===== src/rtl/core/i2cm_pkg.sv =====
`timescale 1ns / 1ps
// ----------------------------------------------------------------------------
// i2cm_pkg
// Shared types and codes for the I2C register access master.
// ----------------------------------------------------------------------------
// ----------------------------------------------------------------------------

package i2cm_pkg;

    // Input transaction as seen on the push side
    typedef struct packed {
        logic [1:0] mode;
        logic [6:0] dev_addr;
        logic [7:0] reg_addr;
        logic [7:0] write_data;
        logic       sda_in;
    } item_t;

    // Result transaction as seen on the pop side
    typedef struct packed {
        logic       scl;
        logic       sda_out;
        logic       sda_drive;
        logic       busy_res;
        logic       done_res;
        logic [7:0] read_data;
        logic       ack_error;
    } result_t;

    // Mode codes of an input transaction
    localparam logic [1:0] MODE_TICK  = 2'd0;
    localparam logic [1:0] MODE_READ  = 2'd1;
    localparam logic [1:0] MODE_WRITE = 2'd2;

    // Classified command handed from the front queue to the engine
    typedef enum logic [1:0] {
        CMD_TICK,
        CMD_READ,
        CMD_WRITE
    } cmd_kind_t;

    typedef struct packed {
        cmd_kind_t  kind;
        logic [6:0] dev_addr;
        logic [7:0] reg_addr;
        logic [7:0] write_data;
        logic       sda_in;
    } cmd_t;

    // Configuration register indexes
    localparam int CFG_IDX_W  = 2;
    localparam int CFG_DATA_W = 16;
    localparam logic [CFG_IDX_W-1:0] CFG_DELAY_UNIT  = 2'd0;
    localparam logic [CFG_IDX_W-1:0] CFG_ACK_TIMEOUT = 2'd1;
    localparam logic [CFG_IDX_W-1:0] CFG_READ_PAUSE  = 2'd2;

    // Configuration reset values
    localparam logic [15:0] DELAY_UNIT_RST  = 16'd100;
    localparam logic [7:0]  ACK_TIMEOUT_RST = 8'd250;
    localparam logic [7:0]  READ_PAUSE_RST  = 8'd5;

    // Both queues are two entries deep
    localparam int QUEUE_DEPTH = 2;

endpackage


===== src/rtl/core/i2c_register_access_master.sv =====
`timescale 1ns / 1ps
// ----------------------------------------------------------------------------
// i2c_register_access_master
// Pin-level I2C master for one-byte register reads and writes.
// ----------------------------------------------------------------------------
// Each pushed transaction yields exactly one result transaction that carries
// the bus levels (scl, sda_out, sda_drive) and status after it. Mode 1 starts
// a register read, mode 2 a register write; every other transaction, and any
// request while busy, is a tick that samples sda_in and advances the bus by
// one step. The engine takes one transaction per clock, so the sustained rate
// is one transaction per cycle as long as results are popped. A result
// reaches the pop side through the input queue and result queue registers.
// Bus timing is counted in tick transactions, not clock cycles. The user must
// make configuration writes only while no transaction is in flight; the block
// itself does not enforce this.
// ----------------------------------------------------------------------------

module i2c_register_access_master (
    input  logic                             clk,
    input  logic                             rst_n,
    // input side
    input  logic                             push,
    output logic                             full,
    input  i2cm_pkg::item_t                  item,
    // result side
    output logic                             empty,
    input  logic                             pop,
    output i2cm_pkg::result_t                result,
    // configuration
    input  logic                             cfg_we,
    input  logic [i2cm_pkg::CFG_IDX_W-1:0]   cfg_index,
    input  logic [i2cm_pkg::CFG_DATA_W-1:0]  cfg_data
);

    // front queue to engine
    logic              cmd_valid;
    logic              cmd_pop;
    i2cm_pkg::cmd_t    cmd;

    // engine to result queue
    logic              rsp_push;
    logic              rsp_full;
    i2cm_pkg::result_t rsp;

    // Front: classifies mode, buffers up to two transactions
    i2cm_front u_front (
        .clk       (clk),
        .rst_n     (rst_n),
        .push      (push),
        .full      (full),
        .item      (item),
        .cmd_valid (cmd_valid),
        .cmd_pop   (cmd_pop),
        .cmd       (cmd)
    );

    // Engine: bus phase sequencer, steps whenever a command waits and
    // the result queue has room
    i2cm_engine u_engine (
        .clk       (clk),
        .rst_n     (rst_n),
        .cfg_we    (cfg_we),
        .cfg_index (cfg_index),
        .cfg_data  (cfg_data),
        .cmd_valid (cmd_valid),
        .cmd_pop   (cmd_pop),
        .cmd       (cmd),
        .rsp_full  (rsp_full),
        .rsp_push  (rsp_push),
        .rsp       (rsp)
    );

    // Result queue: decouples the engine from pop stalls
    i2cm_rsp_queue u_rsp_queue (
        .clk      (clk),
        .rst_n    (rst_n),
        .rsp_push (rsp_push),
        .rsp      (rsp),
        .rsp_full (rsp_full),
        .empty    (empty),
        .pop      (pop),
        .result   (result)
    );

    // A transaction that ends reports the bus idle
    assert property (@(posedge clk) disable iff (!rst_n)
        (rsp_push && rsp.done_res) |-> !rsp.busy_res)
        else $error("done reported while still busy");

    // Released SDA always reads back as high
    assert property (@(posedge clk) disable iff (!rst_n)
        (rsp_push && !rsp.sda_drive) |-> rsp.sda_out)
        else $error("sda_out low while SDA released");

    // Engine never pushes into a full result queue
    assert property (@(posedge clk) disable iff (!rst_n)
        rsp_push |-> !rsp_full)
        else $error("result pushed into full queue");

    // Input side can only back up behind waiting results
    assert property (@(posedge clk) disable iff (!rst_n)
        full |-> !empty)
        else $error("input queue full with no result waiting");

endmodule


===== src/rtl/core/i2cm_front.sv =====
`timescale 1ns / 1ps
// ----------------------------------------------------------------------------
// i2cm_front
// Accepts input transactions, classifies the mode and queues them for the engine.
// ----------------------------------------------------------------------------
// ----------------------------------------------------------------------------

module i2cm_front (
    input  logic            clk,
    input  logic            rst_n,
    input  logic            push,
    output logic            full,
    input  i2cm_pkg::item_t item,
    output logic            cmd_valid,
    input  logic            cmd_pop,
    output i2cm_pkg::cmd_t  cmd
);

    i2cm_pkg::cmd_t mem_reg [i2cm_pkg::QUEUE_DEPTH];
    logic       wr_ptr_reg, wr_ptr_next;
    logic       rd_ptr_reg, rd_ptr_next;
    logic [1:0] count_reg, count_next;
    logic       do_push;
    logic       do_pop;
    i2cm_pkg::cmd_t entry;

    // mode three and ticks both behave as a tick
    always_comb
    begin
        entry.dev_addr   = item.dev_addr;
        entry.reg_addr   = item.reg_addr;
        entry.write_data = item.write_data;
        entry.sda_in     = item.sda_in;
        case (item.mode)
            i2cm_pkg::MODE_READ:  entry.kind = i2cm_pkg::CMD_READ;
            i2cm_pkg::MODE_WRITE: entry.kind = i2cm_pkg::CMD_WRITE;
            default:              entry.kind = i2cm_pkg::CMD_TICK;
        endcase
    end

    assign full      = (count_reg == 2'(i2cm_pkg::QUEUE_DEPTH));
    assign cmd_valid = (count_reg != 2'd0);
    assign do_push   = push && !full;
    assign do_pop    = cmd_pop && cmd_valid;
    assign cmd       = mem_reg[rd_ptr_reg];

    always_comb
    begin
        wr_ptr_next = do_push ? !wr_ptr_reg : wr_ptr_reg;
        rd_ptr_next = do_pop  ? !rd_ptr_reg : rd_ptr_reg;
        count_next  = count_reg + 2'(do_push) - 2'(do_pop);
    end

    always_ff @(posedge clk or negedge rst_n)
    begin
        if (!rst_n)
        begin
            wr_ptr_reg <= 1'b0;
            rd_ptr_reg <= 1'b0;
            count_reg  <= 2'd0;
        end
        else
        begin
            wr_ptr_reg <= wr_ptr_next;
            rd_ptr_reg <= rd_ptr_next;
            count_reg  <= count_next;
        end
    end

    always_ff @(posedge clk)
    begin
        if (do_push)
        begin
            mem_reg[wr_ptr_reg] <= entry;
        end
    end

endmodule


===== src/rtl/core/i2cm_engine.sv =====
`timescale 1ns / 1ps
// ----------------------------------------------------------------------------
// i2cm_engine
// Bus sequencer: one queued command per step, produces the pin levels after it.
// ----------------------------------------------------------------------------
// ----------------------------------------------------------------------------

module i2cm_engine (
    input  logic                             clk,
    input  logic                             rst_n,
    input  logic                             cfg_we,
    input  logic [i2cm_pkg::CFG_IDX_W-1:0]   cfg_index,
    input  logic [i2cm_pkg::CFG_DATA_W-1:0]  cfg_data,
    input  logic                             cmd_valid,
    output logic                             cmd_pop,
    input  i2cm_pkg::cmd_t                   cmd,
    input  logic                             rsp_full,
    output logic                             rsp_push,
    output i2cm_pkg::result_t                rsp
);

    typedef enum logic [3:0] {
        PH_IDLE, PH_ST_HI, PH_ST_LO, PH_TX_SET, PH_TX_HI, PH_TX_LO,
        PH_ACK_REL, PH_ACK_HI, PH_ACK_POLL, PH_PAUSE, PH_RX_LO, PH_RX_HI,
        PH_NAK_LO, PH_NAK_HI, PH_SP_LO, PH_SP_HI
    } phase_t;

    logic [15:0] delay_unit_reg;
    logic [7:0]  ack_timeout_reg;
    logic [7:0]  read_pause_reg;

    phase_t      phase_reg, phase_next;
    logic [1:0]  byte_step_reg, byte_step_next;
    logic [3:0]  bit_index_reg, bit_index_next;
    logic [7:0]  shift_reg, shift_next;
    logic [15:0] delay_count_reg, delay_count_next;
    logic [7:0]  poll_count_reg, poll_count_next;
    logic [6:0]  dev_addr_reg, dev_addr_next;
    logic [7:0]  reg_addr_reg, reg_addr_next;
    logic [7:0]  wr_data_reg, wr_data_next;
    logic        is_read_reg, is_read_next;
    logic [7:0]  last_read_reg, last_read_next;
    logic        err_reg, err_next;

    logic        fire;
    logic        done;
    logic [15:0] unit;
    logic [16:0] cnt_inc;
    logic        elapsed;
    logic [3:0]  bit_inc;
    logic [7:0]  rx_shift;
    logic [7:0]  poll_inc;

    assign fire     = cmd_valid && !rsp_full;
    assign cmd_pop  = fire;
    assign rsp_push = fire;

    always_comb
    begin
        unit     = (delay_unit_reg == 16'd0) ? 16'd1 : delay_unit_reg;
        cnt_inc  = {1'b0, delay_count_reg} + 17'd1;
        elapsed  = (cnt_inc >= {1'b0, unit});
        bit_inc  = bit_index_reg + 4'd1;
        rx_shift = {shift_reg[6:0], cmd.sda_in};
        poll_inc = poll_count_reg + 8'd1;

        phase_next       = phase_reg;
        byte_step_next   = byte_step_reg;
        bit_index_next   = bit_index_reg;
        shift_next       = shift_reg;
        delay_count_next = delay_count_reg;
        poll_count_next  = poll_count_reg;
        dev_addr_next    = dev_addr_reg;
        reg_addr_next    = reg_addr_reg;
        wr_data_next     = wr_data_reg;
        is_read_next     = is_read_reg;
        last_read_next   = last_read_reg;
        err_next         = err_reg;
        done             = 1'b0;

        if (phase_reg == PH_IDLE)
        begin
            if (cmd.kind != i2cm_pkg::CMD_TICK)
            begin
                dev_addr_next    = cmd.dev_addr;
                reg_addr_next    = cmd.reg_addr;
                wr_data_next     = cmd.write_data;
                is_read_next     = (cmd.kind == i2cm_pkg::CMD_READ);
                err_next         = 1'b0;
                byte_step_next   = 2'd0;
                bit_index_next   = 4'd0;
                poll_count_next  = 8'd0;
                delay_count_next = 16'd0;
                phase_next       = PH_ST_HI;
            end
        end
        else
        begin
            // timed phases: count up, wrap to zero on unit end
            delay_count_next = elapsed ? 16'd0 : cnt_inc[15:0];
            case (phase_reg)
                PH_ST_HI:
                    if (elapsed) phase_next = PH_ST_LO;
                PH_ST_LO:
                    if (elapsed)
                    begin
                        shift_next     = {dev_addr_reg, (byte_step_reg != 2'd0)};
                        bit_index_next = 4'd0;
                        phase_next     = PH_TX_SET;
                    end
                PH_TX_SET:
                    if (elapsed) phase_next = PH_TX_HI;
                PH_TX_HI:
                    if (elapsed) phase_next = PH_TX_LO;
                PH_TX_LO:
                    if (elapsed)
                    begin
                        shift_next = {shift_reg[6:0], 1'b0};
                        if (bit_inc >= 4'd8)
                        begin
                            bit_index_next = 4'd0;
                            phase_next     = PH_ACK_REL;
                        end
                        else
                        begin
                            bit_index_next = bit_inc;
                            phase_next     = PH_TX_SET;
                        end
                    end
                PH_ACK_REL:
                    if (elapsed) phase_next = PH_ACK_HI;
                PH_ACK_HI:
                    if (elapsed)
                    begin
                        poll_count_next = 8'd0;
                        phase_next      = PH_ACK_POLL;
                    end
                PH_ACK_POLL:
                begin
                    // polled every step, not timed
                    delay_count_next = 16'd0;
                    if (!cmd.sda_in)
                    begin
                        case (byte_step_reg)
                            2'd0:
                            begin
                                byte_step_next = 2'd1;
                                shift_next     = reg_addr_reg;
                                bit_index_next = 4'd0;
                                phase_next     = PH_TX_SET;
                            end
                            2'd1:
                            begin
                                byte_step_next = 2'd2;
                                if (is_read_reg)
                                begin
                                    phase_next = PH_ST_HI;
                                end
                                else
                                begin
                                    shift_next     = wr_data_reg;
                                    bit_index_next = 4'd0;
                                    phase_next     = PH_TX_SET;
                                end
                            end
                            default:
                            begin
                                if (is_read_reg)
                                begin
                                    shift_next      = 8'd0;
                                    bit_index_next  = 4'd0;
                                    poll_count_next = 8'd0;
                                    phase_next      = (read_pause_reg != 8'd0) ? PH_PAUSE
                                                                                : PH_RX_LO;
                                end
                                else
                                begin
                                    phase_next = PH_SP_LO;
                                end
                            end
                        endcase
                    end
                    else if (poll_count_reg >= ack_timeout_reg)
                    begin
                        err_next   = 1'b1;
                        phase_next = PH_SP_LO;
                    end
                    else
                    begin
                        poll_count_next = poll_inc;
                    end
                end
                PH_PAUSE:
                    if (elapsed)
                    begin
                        poll_count_next = poll_inc;
                        if (poll_inc >= read_pause_reg) phase_next = PH_RX_LO;
                    end
                PH_RX_LO:
                    if (elapsed) phase_next = PH_RX_HI;
                PH_RX_HI:
                    if (elapsed)
                    begin
                        shift_next = rx_shift;
                        if (bit_inc >= 4'd8)
                        begin
                            bit_index_next = 4'd0;
                            last_read_next = rx_shift;
                            phase_next     = PH_NAK_LO;
                        end
                        else
                        begin
                            bit_index_next = bit_inc;
                            phase_next     = PH_RX_LO;
                        end
                    end
                PH_NAK_LO:
                    if (elapsed) phase_next = PH_NAK_HI;
                PH_NAK_HI:
                    if (elapsed) phase_next = PH_SP_LO;
                PH_SP_LO:
                    if (elapsed) phase_next = PH_SP_HI;
                PH_SP_HI:
                    if (elapsed)
                    begin
                        phase_next = PH_IDLE;
                        done       = 1'b1;
                    end
                default:
                begin
                    phase_next       = PH_IDLE;
                    delay_count_next = 16'd0;
                end
            endcase
        end
    end

    // pin levels after this step
    always_comb
    begin
        rsp.busy_res  = (phase_next != PH_IDLE);
        rsp.done_res  = done;
        rsp.read_data = last_read_next;
        rsp.ack_error = err_next;
        case (phase_next)
            PH_ST_LO:
            begin
                rsp.scl = 1'b1; rsp.sda_out = 1'b0; rsp.sda_drive = 1'b1;
            end
            PH_TX_SET, PH_TX_LO:
            begin
                rsp.scl = 1'b0; rsp.sda_out = shift_next[7]; rsp.sda_drive = 1'b1;
            end
            PH_TX_HI:
            begin
                rsp.scl = 1'b1; rsp.sda_out = shift_next[7]; rsp.sda_drive = 1'b1;
            end
            PH_ACK_REL, PH_PAUSE, PH_RX_LO:
            begin
                rsp.scl = 1'b0; rsp.sda_out = 1'b1; rsp.sda_drive = 1'b0;
            end
            PH_ACK_HI, PH_ACK_POLL, PH_RX_HI:
            begin
                rsp.scl = 1'b1; rsp.sda_out = 1'b1; rsp.sda_drive = 1'b0;
            end
            PH_NAK_LO:
            begin
                rsp.scl = 1'b0; rsp.sda_out = 1'b1; rsp.sda_drive = 1'b1;
            end
            PH_SP_LO:
            begin
                rsp.scl = 1'b0; rsp.sda_out = 1'b0; rsp.sda_drive = 1'b1;
            end
            default:
            begin
                rsp.scl = 1'b1; rsp.sda_out = 1'b1; rsp.sda_drive = 1'b1;
            end
        endcase
    end

    always_ff @(posedge clk or negedge rst_n)
    begin
        if (!rst_n)
        begin
            delay_unit_reg  <= i2cm_pkg::DELAY_UNIT_RST;
            ack_timeout_reg <= i2cm_pkg::ACK_TIMEOUT_RST;
            read_pause_reg  <= i2cm_pkg::READ_PAUSE_RST;
            phase_reg       <= PH_IDLE;
            byte_step_reg   <= 2'd0;
            bit_index_reg   <= 4'd0;
            shift_reg       <= 8'd0;
            delay_count_reg <= 16'd0;
            poll_count_reg  <= 8'd0;
            dev_addr_reg    <= 7'd0;
            reg_addr_reg    <= 8'd0;
            wr_data_reg     <= 8'd0;
            is_read_reg     <= 1'b0;
            last_read_reg   <= 8'd0;
            err_reg         <= 1'b0;
        end
        else
        begin
            if (cfg_we)
            begin
                case (cfg_index)
                    i2cm_pkg::CFG_DELAY_UNIT:  delay_unit_reg  <= cfg_data;
                    i2cm_pkg::CFG_ACK_TIMEOUT: ack_timeout_reg <= cfg_data[7:0];
                    i2cm_pkg::CFG_READ_PAUSE:  read_pause_reg  <= cfg_data[7:0];
                    default: ;
                endcase
            end
            if (fire)
            begin
                phase_reg       <= phase_next;
                byte_step_reg   <= byte_step_next;
                bit_index_reg   <= bit_index_next;
                shift_reg       <= shift_next;
                delay_count_reg <= delay_count_next;
                poll_count_reg  <= poll_count_next;
                dev_addr_reg    <= dev_addr_next;
                reg_addr_reg    <= reg_addr_next;
                wr_data_reg     <= wr_data_next;
                is_read_reg     <= is_read_next;
                last_read_reg   <= last_read_next;
                err_reg         <= err_next;
            end
        end
    end

endmodule


===== src/rtl/core/i2cm_rsp_queue.sv =====
`timescale 1ns / 1ps
// ----------------------------------------------------------------------------
// i2cm_rsp_queue
// Two-entry result queue between the engine and the pop side.
// ----------------------------------------------------------------------------
// ----------------------------------------------------------------------------

module i2cm_rsp_queue (
    input  logic              clk,
    input  logic              rst_n,
    input  logic              rsp_push,
    input  i2cm_pkg::result_t rsp,
    output logic              rsp_full,
    output logic              empty,
    input  logic              pop,
    output i2cm_pkg::result_t result
);

    i2cm_pkg::result_t mem_reg [i2cm_pkg::QUEUE_DEPTH];
    logic       wr_ptr_reg, wr_ptr_next;
    logic       rd_ptr_reg, rd_ptr_next;
    logic [1:0] count_reg, count_next;
    logic       do_push;
    logic       do_pop;

    assign rsp_full = (count_reg == 2'(i2cm_pkg::QUEUE_DEPTH));
    assign empty    = (count_reg == 2'd0);
    assign do_push  = rsp_push && !rsp_full;
    assign do_pop   = pop && !empty;
    assign result   = mem_reg[rd_ptr_reg];

    always_comb
    begin
        wr_ptr_next = do_push ? !wr_ptr_reg : wr_ptr_reg;
        rd_ptr_next = do_pop  ? !rd_ptr_reg : rd_ptr_reg;
        count_next  = count_reg + 2'(do_push) - 2'(do_pop);
    end

    always_ff @(posedge clk or negedge rst_n)
    begin
        if (!rst_n)
        begin
            wr_ptr_reg <= 1'b0;
            rd_ptr_reg <= 1'b0;
            count_reg  <= 2'd0;
        end
        else
        begin
            wr_ptr_reg <= wr_ptr_next;
            rd_ptr_reg <= rd_ptr_next;
            count_reg  <= count_next;
        end
    end

    always_ff @(posedge clk)
    begin
        if (do_push)
        begin
            mem_reg[wr_ptr_reg] <= rsp;
        end
    end

endmodule

===== config.mk =====
export PLATFORM = sky130hd
export DESIGN_NAME = i2c_register_access_master
export DESIGN_NICKNAME = d
export VERILOG_FILES = /design/src/rtl/core/i2cm_pkg.sv /design/src/rtl/core/i2c_register_access_master.sv /design/src/rtl/core/i2cm_front.sv /design/src/rtl/core/i2cm_engine.sv /design/src/rtl/core/i2cm_rsp_queue.sv
export SDC_FILE = /design/constraint.sdc
export NUM_CORES = 1
export LEC_CHECK = 0
export BUFFER_PORTS_ARGS = -buffer_cell sky130_fd_sc_hd__buf_2
export CAP_MARGIN = 20
export CORE_MARGIN = 10
export CORE_UTILIZATION = 60
export DETAILED_ROUTE_END_ITERATION = 10
export PLACE_DENSITY = 0.88
export SKIP_CTS_REPAIR_TIMING = 1
export SLEW_MARGIN = 20
export SYNTH_ARGS = -nofsm -noshare
export SYNTH_HDL_FRONTEND = slang
export SYNTH_SLANG_ARGS = --single-unit

===== constraint.sdc =====
create_clock -name clk -period 5.85 [get_ports clk]
set_input_delay 0 -clock clk [delete_from_list [all_inputs] [get_ports clk]]
set_output_delay 0 -clock clk [all_outputs]
set_load 0.02 [all_outputs]

==> impl_metrics.py, run 1 <==
metrics = {
    "floorplanning": {
        "fp.dieW_um": 146,
        "dieArea_um2": 21300,
        "design.core.area_um2": 15400,
        "die_y_um": 146,
        "io_pins": 65,
        "rows": 45,
        "start_util": 0.618,
    },
    "place": {
        "dpl_cell_area_um2": 10000,
        "placedCellCount": 1084,
        "portBuffers": 64,
        "hpwl_um": 13800,
        "place.gp.congestion": 0.958,
        "post-place-ws_ns": 1.36,
    },
    "cells_and_area": {
        "final_common_cell": "dfrtp_1",
        "final_cell_mix": "dfrtp_1 (104), nand2_1 (83), edfxtp_1 (80), buf_2 (63), nor2_1 (56)",
        "regArea_um2": 5290,
        "multi_input_area_um2": 3880,
        "areaGrowthSynthToFinish_pct": 16.2,
        "largest_reg_flops": 52,
        "drive_gt1_frac": 0.195,
        "fin_cells": 1162,
        "fin_area_um2": 11000,
        "fillers": 1009,
        "final_nets": 1025,
    },
    "clock_tree": {
        "cts_root_buffer": "clkbuf_16",
        "clkSinkCount": 195,
        "clk_pin_slew_ns": 0.07,
        "insertion_delay_ns": 0.45,
        "cts_max_level": 4,
        "numCtsBuffers": 17,
        "cts_buffer_depth": 2,
        "cts_tree": "yes",
    },
    "worst_setup_path": {
        "crit_top_cell": "ha_1",
        "crit_fanout": 26,
        "r2r_cells": 13,
        "crit_type": "flop to flop",
        "crit_chain": "ha_1, nand4_2, nor3_1, xor2_1, ha_1, nand4_1, nor4_1, a211oi_1, nand3_4, nor2_4, or4_4, or2_1, mux2_4",
        "slowest_delay_ns": 0.62,
        "worst_ep_arrival_time_ns": 5.09,
        "worst_path_max_delay_cell": "nor2_4",
        "crit_required_ns": 6.18,
        "start_kind": "flop",
        "cp-end-kind": "flop",
    },
    "yosys": {
        "synth.avg_cell_area_um2": 11.4,
        "yosysWarnings": 0,
        "syn_area_um2": 9500,
        "synth_cell_types": 67,
        "syn-instance-count": 836,
        "yosysSeqAreaShare": 0.557,
        "ys_seq_elements": 195,
        "ys.flop_type": "dfrtp_1",
        "ys_async_sr_fraction": 0.590,
        "syn-num-nets": 924,
        "synth_edf_count": 80,
    },
    "min_path": {
        "hp-class": "primary input to flop",
        "hold_path_depth": 3,
    },
    "sta": {
        "setup_ws_ns": 1.09,
        "skew_ns": 0.0115,
        "hold_viol": 0,
        "slew_violations": 0,
        "fin_tns_setup_ns": 0,
        "period_share": 0.814,
        "worst_pin_slew_ns": 0.944,
        "max-slew-margin-rel": 0.369,
        "rsz0062_at_grt": "no",
        "min_period_ns": 4.76,
        "setup_viol": 0,
        "max_freq_mhz": 210,
    },
    "drt": {
        "wl_um": 21600,
        "vias": 6883,
        "drc": 0,
        "firstDrtPassIters": 6,
        "detail_route.wl_per_cell_um": 18.5,
        "avgViaCountPerCell": 5.92,
        "drt-initial-drc-count": 796,
        "drtAntennaViolNets": 0,
    },
    "power": {
        "ir_drop_uv": 387,
        "leakage_uw": 0.00482,
        "p_per_area_nw_per_um2": 423,
    },
    "global_routing": {
        "grt_use_total": 0.185,
        "grt_pass1_wl_um": 32300,
        "antenna_found_initial": 1,
        "grt_max_degree": 63,
        "grt_pass1_vias": 6530,
        "grt_overflow_total": 0,
    },
    "run_status": {
        "status": "finished clean",
    },
    "run": {
        "drv_cap": 0,
    },
}
-- stage by stage --
stage | hold WS (ns) | utilization | power, uW
after floorplan | -0.296 | - | 3070
after global placement | 0.0846 | 0.652 | 3450
after detailed placement | 0.0885 | 0.652 | 3520
after CTS | -0.384 | 0.688 | 4630
after global routing | 0.0543 | 0.718 | 4930
final | 0.0699 | 0.718 | 4670
-- worst max-delay path, delay by kind of cell, from the launching register on --
kind            cells  cell delay [ns]
flops               1             0.44
simple gates        8             2.52
fa+ha+maj           2             0.58
mux                 1             0.35
xor+xnor            1             0.30
compound gates      1             0.44
-- routing by layer --
layer	global-route usage	wire length [um]	share of wire	vias to the layer above
met5	0	0	0	-
met1	0.244	9060	0.42	3347
met3	0.0441	1370	0.064	41
met2	0.293	10600	0.49	289
met4	0.0627	536	0.025	0
li1	-	-	-	3206
-- cells in the mapped netlist, drive strengths merged (9+ instances only) --
cell | number | area, um2
nor3 | 11 | 60.1
mux2i | 28 | 280
edfxtp | 80 | 2400
nand3 | 23 | 133
nor2b | 20 | 125
o21ai | 40 | 204
xnor2 | 19 | 166
xor2 | 12 | 105
nor4 | 12 | 96.3
o221ai | 9 | 78.8
dfrtp | 104 | 2600
nand4 | 25 | 163
buf | 11 | 57.6
inv | 49 | 184
a21oi | 48 | 240
dfstp | 11 | 289
clkbuf | 25 | 93.8
nor2 | 61 | 236
mux2 | 51 | 601
ha | 39 | 488
nand2 | 83 | 312
-- final cells by class --
class                      instances  area share
antenna                            1    0.000227
clock buffer                      17      0.0386
clock inverter                    15      0.0120
inverter                          50      0.0170
multi-input combinational        555       0.352
sequential                       195       0.480
tap                              211      0.0239
timing repair buffer             118      0.0762
-- logic make-up after synthesis --
logic type                 Yosys count  synth area share
AOI/OAI and AO/OA                  144            0.0960
xor gates and xnor gates            31            0.0286
adders and majority gates           40            0.0524
buffers and inverters               86            0.0357
DFF                                195             0.557
muxes                               79            0.0927
and+or+nand+nor                    261             0.137
-- power breakdown --
| part | switching [uW] | internal [uW] |
|---|---|---|
| clock | 555 | 565 |
| sequential | 207 | 1830 |
| combinational | 951 | 567 |
-- path summary, 6_finish.rpt --
kind | end | slack (ns) | from
setup reg to reg | u_engine.last_read_reg[6] | 1.09 | u_engine.delay_count_reg[0]
hold reg to reg | u_front.count_reg[1] | 0.51 | u_front.count_reg[1]
min in group asynchronous | u_engine.ack_timeout_reg[0] | 0.13 | rst_n
max in group asynchronous | u_engine.reg_addr_reg[0] | 4.43 | rst_n
hold / removal | u_rsp_queue.rd_ptr_reg | 0.07 | pop
setup / recovery | u_engine.last_read_reg[6] | 1.09 | u_engine.delay_count_reg[0]
Note: power is estimated with default switching activity, not from simulation.
==> run 2, diff against run 1 <==
--- a/config.mk
+++ b/config.mk
@@ -8,9 +8,9 @@
 export BUFFER_PORTS_ARGS = -buffer_cell sky130_fd_sc_hd__buf_2
 export CAP_MARGIN = 20
 export CORE_MARGIN = 10
-export CORE_UTILIZATION = 60
+export CORE_UTILIZATION = 55
 export DETAILED_ROUTE_END_ITERATION = 10
-export PLACE_DENSITY = 0.88
+export PLACE_DENSITY = 0.85
 export SKIP_CTS_REPAIR_TIMING = 1
 export SLEW_MARGIN = 20
 export SYNTH_ARGS = -nofsm -noshare
==> constraint.sdc (replaced) <==
create_clock -name clk -period 4 [get_ports clk]
set_input_delay 0 -clock clk [delete_from_list [all_inputs] [get_ports clk]]
set_output_delay 0 -clock clk [all_outputs]
set_load 0.02 [all_outputs]
==> impl_metrics.py, run 2 (synthesis gave the netlist of run 1 again) <==
metrics = {
    "sta": {
        "min_period_ns": 3.89,
        "max_freq_mhz": 257,
        "skew_ns": 0.0103,
        "period_share": 0.972,
        "max-slew-margin-rel": 0.340,
        "hold_viol": 0,
        "slew_violations": 0,
        "setup_viol": 0,
        "rsz0062_at_grt": "yes",
        "worst_pin_slew_ns": 0.990,
    },
    "clock_tree": {
        "cts_root_buffer": "clkbuf_16",
        "clk_pin_slew_ns": 0.07,
        "cts_buffer_depth": 2,
        "cts_tree": "yes",
        "cts_max_level": 4,
        "clkSinkCount": 195,
        "numCtsBuffers": 17,
        "insertion_delay_ns": 0.44,
    },
    "power": {
        "p_per_area_nw_per_um2": 626,
        "ir_drop_uv": 627,
        "leakage_uw": 0.00499,
    },
    "cells_and_area": {
        "fin_cells": 1195,
        "largest_reg_flops": 52,
        "fin_area_um2": 11400,
        "fillers": 1130,
        "final_nets": 1049,
        "areaGrowthSynthToFinish_pct": 19.9,
        "final_cell_mix": "dfrtp_1 (103), nand2_1 (83), edfxtp_1 (80), buf_2 (63), nor2_1 (57)",
        "drive_gt1_frac": 0.227,
        "final_common_cell": "dfrtp_1",
    },
    "worst_setup_path": {
        "worst_ep_arrival_time_ns": 4.06,
        "start_kind": "flop",
        "worst_path_max_delay_cell": "nor4_1",
        "crit_chain": "buf_4, nand2_1, nor3_2, and4_1, nand3_1, xnor2_2, ha_1, nand3_1, nor4_2, a211oi_2, nand3_4, buf_4, nor4_1, a311oi_2, and4_1, xnor2_1, o22ai_1",
        "crit_type": "flop to flop",
        "crit_required_ns": 4.17,
        "cp-end-kind": "flop",
        "crit_fanout": 6,
        "slowest_delay_ns": 0.44,
    },
    "place": {
        "place.gp.congestion": 0.924,
        "dpl_cell_area_um2": 10200,
        "placedCellCount": 1116,
        "portBuffers": 64,
        "hpwl_um": 14300,
    },
    "floorplanning": {
        "start_util": 0.567,
        "fp.dieW_um": 151,
        "dieArea_um2": 22900,
        "rows": 47,
        "die_y_um": 151,
        "io_pins": 65,
        "design.core.area_um2": 16800,
    },
    "drt": {
        "vias": 6997,
        "wl_um": 22200,
        "drt-initial-drc-count": 654,
        "avgViaCountPerCell": 5.86,
        "drtAntennaViolNets": 0,
        "drc": 0,
        "detail_route.wl_per_cell_um": 18.6,
        "firstDrtPassIters": 5,
    },
    "run_status": {
        "status": "finished clean",
    },
    "global_routing": {
        "grt_use_total": 0.188,
        "grt_max_degree": 78,
        "antenna_found_initial": 1,
        "grt_overflow_total": 0,
        "grt_pass1_wl_um": 34100,
        "grt_pass1_vias": 6731,
    },
    "min_path": {
        "hp-class": "primary input to flop",
    },
    "run": {
        "drv_cap": 0,
    },
}
[run 2: cell types whose count changed in the layout (fill, tap and decap cells not counted), sizes merged]
cell / previous run / this run
buf: 73 / 97
bufinv: 0 / 2
clkbuf: 17 / 20
clkinv: 5 / 4
inv: 60 / 56
[run 2: final timing paths]
check | from | slack, ns | cells past startpoint | to
worst max-delay path | u_engine.delay_count_reg[0] | 0.11 | 17 | u_rsp_queue.mem_reg[0][13]
worst max register to register | u_engine.delay_count_reg[0] | 0.11 | 17 | u_rsp_queue.mem_reg[0][13]
worst min register to register | u_front.wr_ptr_reg | 0.51 | 1 | u_front.wr_ptr_reg
worst min-delay path | pop | 0.09 | 3 | u_rsp_queue.rd_ptr_reg
min in group asynchronous | rst_n | 0.25 | 2 | u_engine.poll_count_reg[1]
max in group asynchronous | rst_n | 2.66 | 3 | u_engine.bit_index_reg[2]
[run 2: stage by stage]
| stage | hold slack [ns] | utilization | TNS [ns] | setup WS, ns | total power (uW) |
|---|---|---|---|---|---|
| 3_5_place_dp | 0.191 | 0.609 | -0.228 | -0.114 | 5250 |
| 4_1_cts | -0.266 | 0.646 | -0.243 | -0.122 | 7040 |
| 3_3_place_gp | 0.188 | 0.608 | 0 | 0.132 | 5110 |
| 5_1_grt | 0.0825 | 0.679 | -0.266 | -0.0935 | 7500 |
| 2_1_floorplan | -0.296 | - | 0 | 0.0604 | 4500 |
| 6_report | 0.0864 | 0.679 | 0 | 0.114 | 7120 |
[run 2: area by class of cell]
type / instances / area, um2 / area share
Timing Repair Buffer: 142 / 1030 / 0.0903
Tap cell: 220 / 275 / 0.0242
Clock inverter: 12 / 163 / 0.0143
Clock buffer: 20 / 447 / 0.0392
Sequential cell: 195 / 5300 / 0.465
Inverter: 50 / 188 / 0.0165
Antenna cell: 1 / 2.50 / 0.000220
Multi-Input combinational cell: 555 / 3990 / 0.350
[run 2: metal layers]
| metal | vias up | part of all wire | track usage |
|---|---|---|---|
| met3 | 55 | 0.066 | 0.0468 |
| met1 | 3406 | 0.41 | 0.245 |
| met4 | 0 | 0.026 | 0.0616 |
| met2 | 281 | 0.49 | 0.300 |
| met5 | - | 0 | 0 |
| li1 | 3255 | - | - |
[run 2: power breakdown]
group / internal, uW / switching [uW] / total [uW] / leakage [uW]
registers: 2670 / 289 / 2960 / 0.00218
clock network: 967 / 807 / 1770 / 0.000299
logic: 910 / 1480 / 2390 / 0.00251
[run 2: worst max-delay path, delay by kind of cell, from the launching register on]
family | cells | cell delay [ns]
adder cells (fa/ha/maj) | 1 | 0.30
XOR/XNOR | 2 | 0.37
AND/OR/NAND/NOR | 9 | 1.74
AO/OA/AOI/OAI | 3 | 0.54
buffers and inverters | 2 | 0.31
flip-flops | 1 | 0.36
==> run 3, diff against run 2 <==
--- a/config.mk
+++ b/config.mk
@@ -15,4 +15,5 @@
 export SLEW_MARGIN = 20
 export SYNTH_ARGS = -nofsm -noshare
 export SYNTH_HDL_FRONTEND = slang
+export SYNTH_HIERARCHICAL = 1
 export SYNTH_SLANG_ARGS = --single-unit
==> impl_metrics.py, run 3 <==
metrics = {
    "cells_and_area": {
        "drive_gt1_frac": 0.271,
        "fillers": 1168,
        "final_cell_mix": "dfrtp_1 (103), edfxtp_1 (80), buf_2 (63), nand2_1 (60), mux2_2 (53)",
        "fin_cells": 1154,
        "final_common_cell": "dfrtp_1",
        "largest_reg_flops": 52,
        "n_antenna_cell": 0,
        "areaGrowthSynthToFinish_pct": 18.2,
        "final_nets": 1004,
    },
    "sta": {
        "slew_violations": 0,
        "setup_viol": 0,
        "min_period_ns": 3.95,
        "max-slew-margin-rel": 0.502,
        "skew_ns": 0.0162,
        "fin_tns_setup_ns": 0,
        "max_freq_mhz": 253,
        "hold_viol": 0,
        "period_share": 0.987,
        "worst_pin_slew_ns": 0.747,
    },
    "yosys": {
        "syn_area_um2": 9750,
        "synth_xor_area_frac": 0.0279,
        "syn-num-nets": 885,
        "yosysWarnings": 6,
        "yosysSeqAreaShare": 0.543,
        "yosys-top-cells-count": "dfrtp_1 (104), edfxtp_1 (80), nand2_1 (61)",
        "synth_top_family_by_area": "multiplexers",
        "ys_seq_elements": 195,
        "synth.avg_cell_area_um2": 12.2,
        "synth_top_area_share": 0.267,
        "ys.flop_type": "dfrtp_1",
        "yosys.area.top_type": "dfrtp_1",
        "yosys-top-cells-area": "dfrtp_1 (27%), edfxtp_1 (25%), mux2_2 (6.1%)",
        "synth_mux_area_frac": 0.126,
        "synth_edf_count": 80,
        "yosys.area_share.simple": 0.103,
        "synth_most_common_cell": "dfrtp_1",
        "synth_cell_types": 66,
        "synth_compound_area_frac": 0.107,
        "synth_fa_ha_area_frac": 0.0511,
        "ys_async_sr_fraction": 0.590,
        "syn-instance-count": 797,
    },
    "drt": {
        "vias": 6765,
        "detail_route.wl_per_cell_um": 18.9,
        "avgViaCountPerCell": 5.86,
        "drtAntennaViolNets": 0,
        "drt-initial-drc-count": 734,
        "firstDrtPassIters": 7,
        "wl_um": 21800,
        "drc": 0,
    },
    "place": {
        "portBuffers": 64,
        "placedCellCount": 1070,
        "place.gp.congestion": 0.913,
        "hpwl_um": 13900,
    },
    "worst_setup_path": {
        "startpoint": "u_engine/delay_count_reg[0]",
        "r2r_cells": 15,
        "crit_type": "flop to flop",
        "cp-endpoint": "u_rsp_queue/mem_reg[0][13]",
        "r2r_end": "u_rsp_queue/mem_reg[0][13]",
        "start_kind": "flop",
        "rrSetupSlack_ns": 0.05,
        "worst_ep_arrival_time_ns": 4.12,
        "cp-end-kind": "flop",
        "crit_fanout": 6,
        "rr_startpoint": "u_engine/delay_count_reg[0]",
        "crit_required_ns": 4.17,
    },
    "floorplanning": {
        "io_pins": 65,
        "fp.dieW_um": 153,
        "start_util": 0.562,
        "dieArea_um2": 23400,
        "rows": 48,
        "die_y_um": 153,
        "design.core.area_um2": 17400,
    },
    "power": {
        "switching_share": 0.349,
        "leakage_uw": 0.00499,
        "ir_drop_uv": 359,
        "p_int_uw": 4490,
        "power.switching_uw": 2410,
        "seqPwrFrac": 0.424,
        "p_per_area_nw_per_um2": 599,
        "power_uw": 6900,
        "power_frac_comb": 0.324,
        "clkPwrFrac": 0.253,
    },
    "run": {
        "drv_cap": 0,
    },
    "clock_tree": {
        "cts_max_level": 4,
        "cts_buffer_depth": 2,
        "cts_root_buffer": "clkbuf_16",
        "clkSinkCount": 195,
        "insertion_delay_ns": 0.45,
        "numCtsBuffers": 17,
        "clk_pin_slew_ns": 0.08,
        "cts_tree": "yes",
    },
    "global_routing": {
        "grt_max_degree": 46,
        "grt_use_total": 0.169,
        "antenna_found_initial": 0,
        "grt_overflow_total": 0,
        "grt_pass1_vias": 6521,
        "grt_pass1_wl_um": 33000,
    },
    "run_status": {
        "status": "finished clean",
    },
    "min_path": {
        "hp-class": "primary input to async pin",
    },
}
[run 3: changes by cell type after synthesis, sizes merged, moves of 7 or more]
cell	change
mux2i	-25
nor2	-31
a22o	+14
nand3	-7
a21oi	-27
nand4	-17
o21ai	+9
nand2b	+8
mux2	+44
nor4	-7
nand2	-22
a31oi	+9
[run 3: cell families after synthesis]
| family | Yosys count |
|---|---|
| buffers and inverters | 85 |
| muxes | 98 |
| and+or+nand+nor | 193 |
| DFF | 195 |
| xor gates and xnor gates | 31 |
| AOI/OAI and AO/OA | 155 |
| adders and majority gates | 40 |
[run 3: layout make-up]
type,instances,area (um2),area share
clock buffers,17,425,0.0369
multi-input cells,517,4160,0.361
clock inverters,15,196,0.0170
inverters,49,184,0.0160
repair buffers,136,978,0.0849
well taps,225,282,0.0244
flip-flops and latches,195,5300,0.459
[run 3: layer usage]
| layer | global-route usage | vias to the layer above | wire length (um) |
|---|---|---|---|
| li1 | - | 3139 | - |
| met3 | 0.0340 | 45 | 1130 |
| met4 | 0.0658 | 0 | 467 |
| met2 | 0.272 | 235 | 10800 |
| met1 | 0.220 | 3346 | 9370 |
| met5 | 0 | - | 0 |
[run 3: power by group through the flow]
stage	logic [uW]	clock network, uW	registers, uW
6_report	2230	1740	2920
5_1_grt	2430	1850	2980
4_1_cts	2150	1760	2920
3_5_place_dp	2120	0	2950
3_3_place_gp	2060	0	2910
2_1_floorplan	1710	0	2800
[run 3: through the flow]
| stage | hold slack, ns | instance area (um2) | utilization | worst slack (ns) |
|---|---|---|---|---|
| floorplan | -0.296 | 9750 | - | 0.278 |
| global placement | -0.0740 | 10300 | 0.593 | 0.139 |
| detailed placement | -0.0644 | 10300 | 0.593 | 0.00735 |
| CTS | -0.536 | 10900 | 0.629 | -0.0253 |
| global route | 0.0372 | 11500 | 0.664 | -0.173 |
| finish | 0.00580 | 11500 | 0.664 | 0.0513 |
[run 3: how the worst min path moves through the flow]
| stage | start | endpoint | slack [ns] |
|---|---|---|---|
| final | rst_n | u_engine/delay_unit_reg[13] | 0.006 |
| after global routing | rst_n | u_engine/delay_unit_reg[13] | 0.04 |
| after CTS | rst_n | u_engine/delay_unit_reg[15] | -0.54 |
| after detailed placement | rst_n | u_engine/delay_unit_reg[15] | -0.06 |
| after global placement | rst_n | u_engine/delay_unit_reg[15] | -0.07 |
| after floorplan | rst_n | u_engine/ack_timeout_reg[0] | -0.30 |
[run 3: worst max-delay path, stage by stage, from the launching register on]
cell and delay (ns):
dfrtp_2 0.40, ha_2 0.21, and4_4 0.25, nand4_4 0.17
nor2_2 0.16, xor2_1 0.10, ha_1 0.33, nand4_1 0.14
nor4_2 0.36, o2111ai_2 0.21, o211a_4 0.23, a31o_2 0.25
a211o_4 0.30, maj3_1 0.34, nand3_1 0.10, o211ai_1 0.13
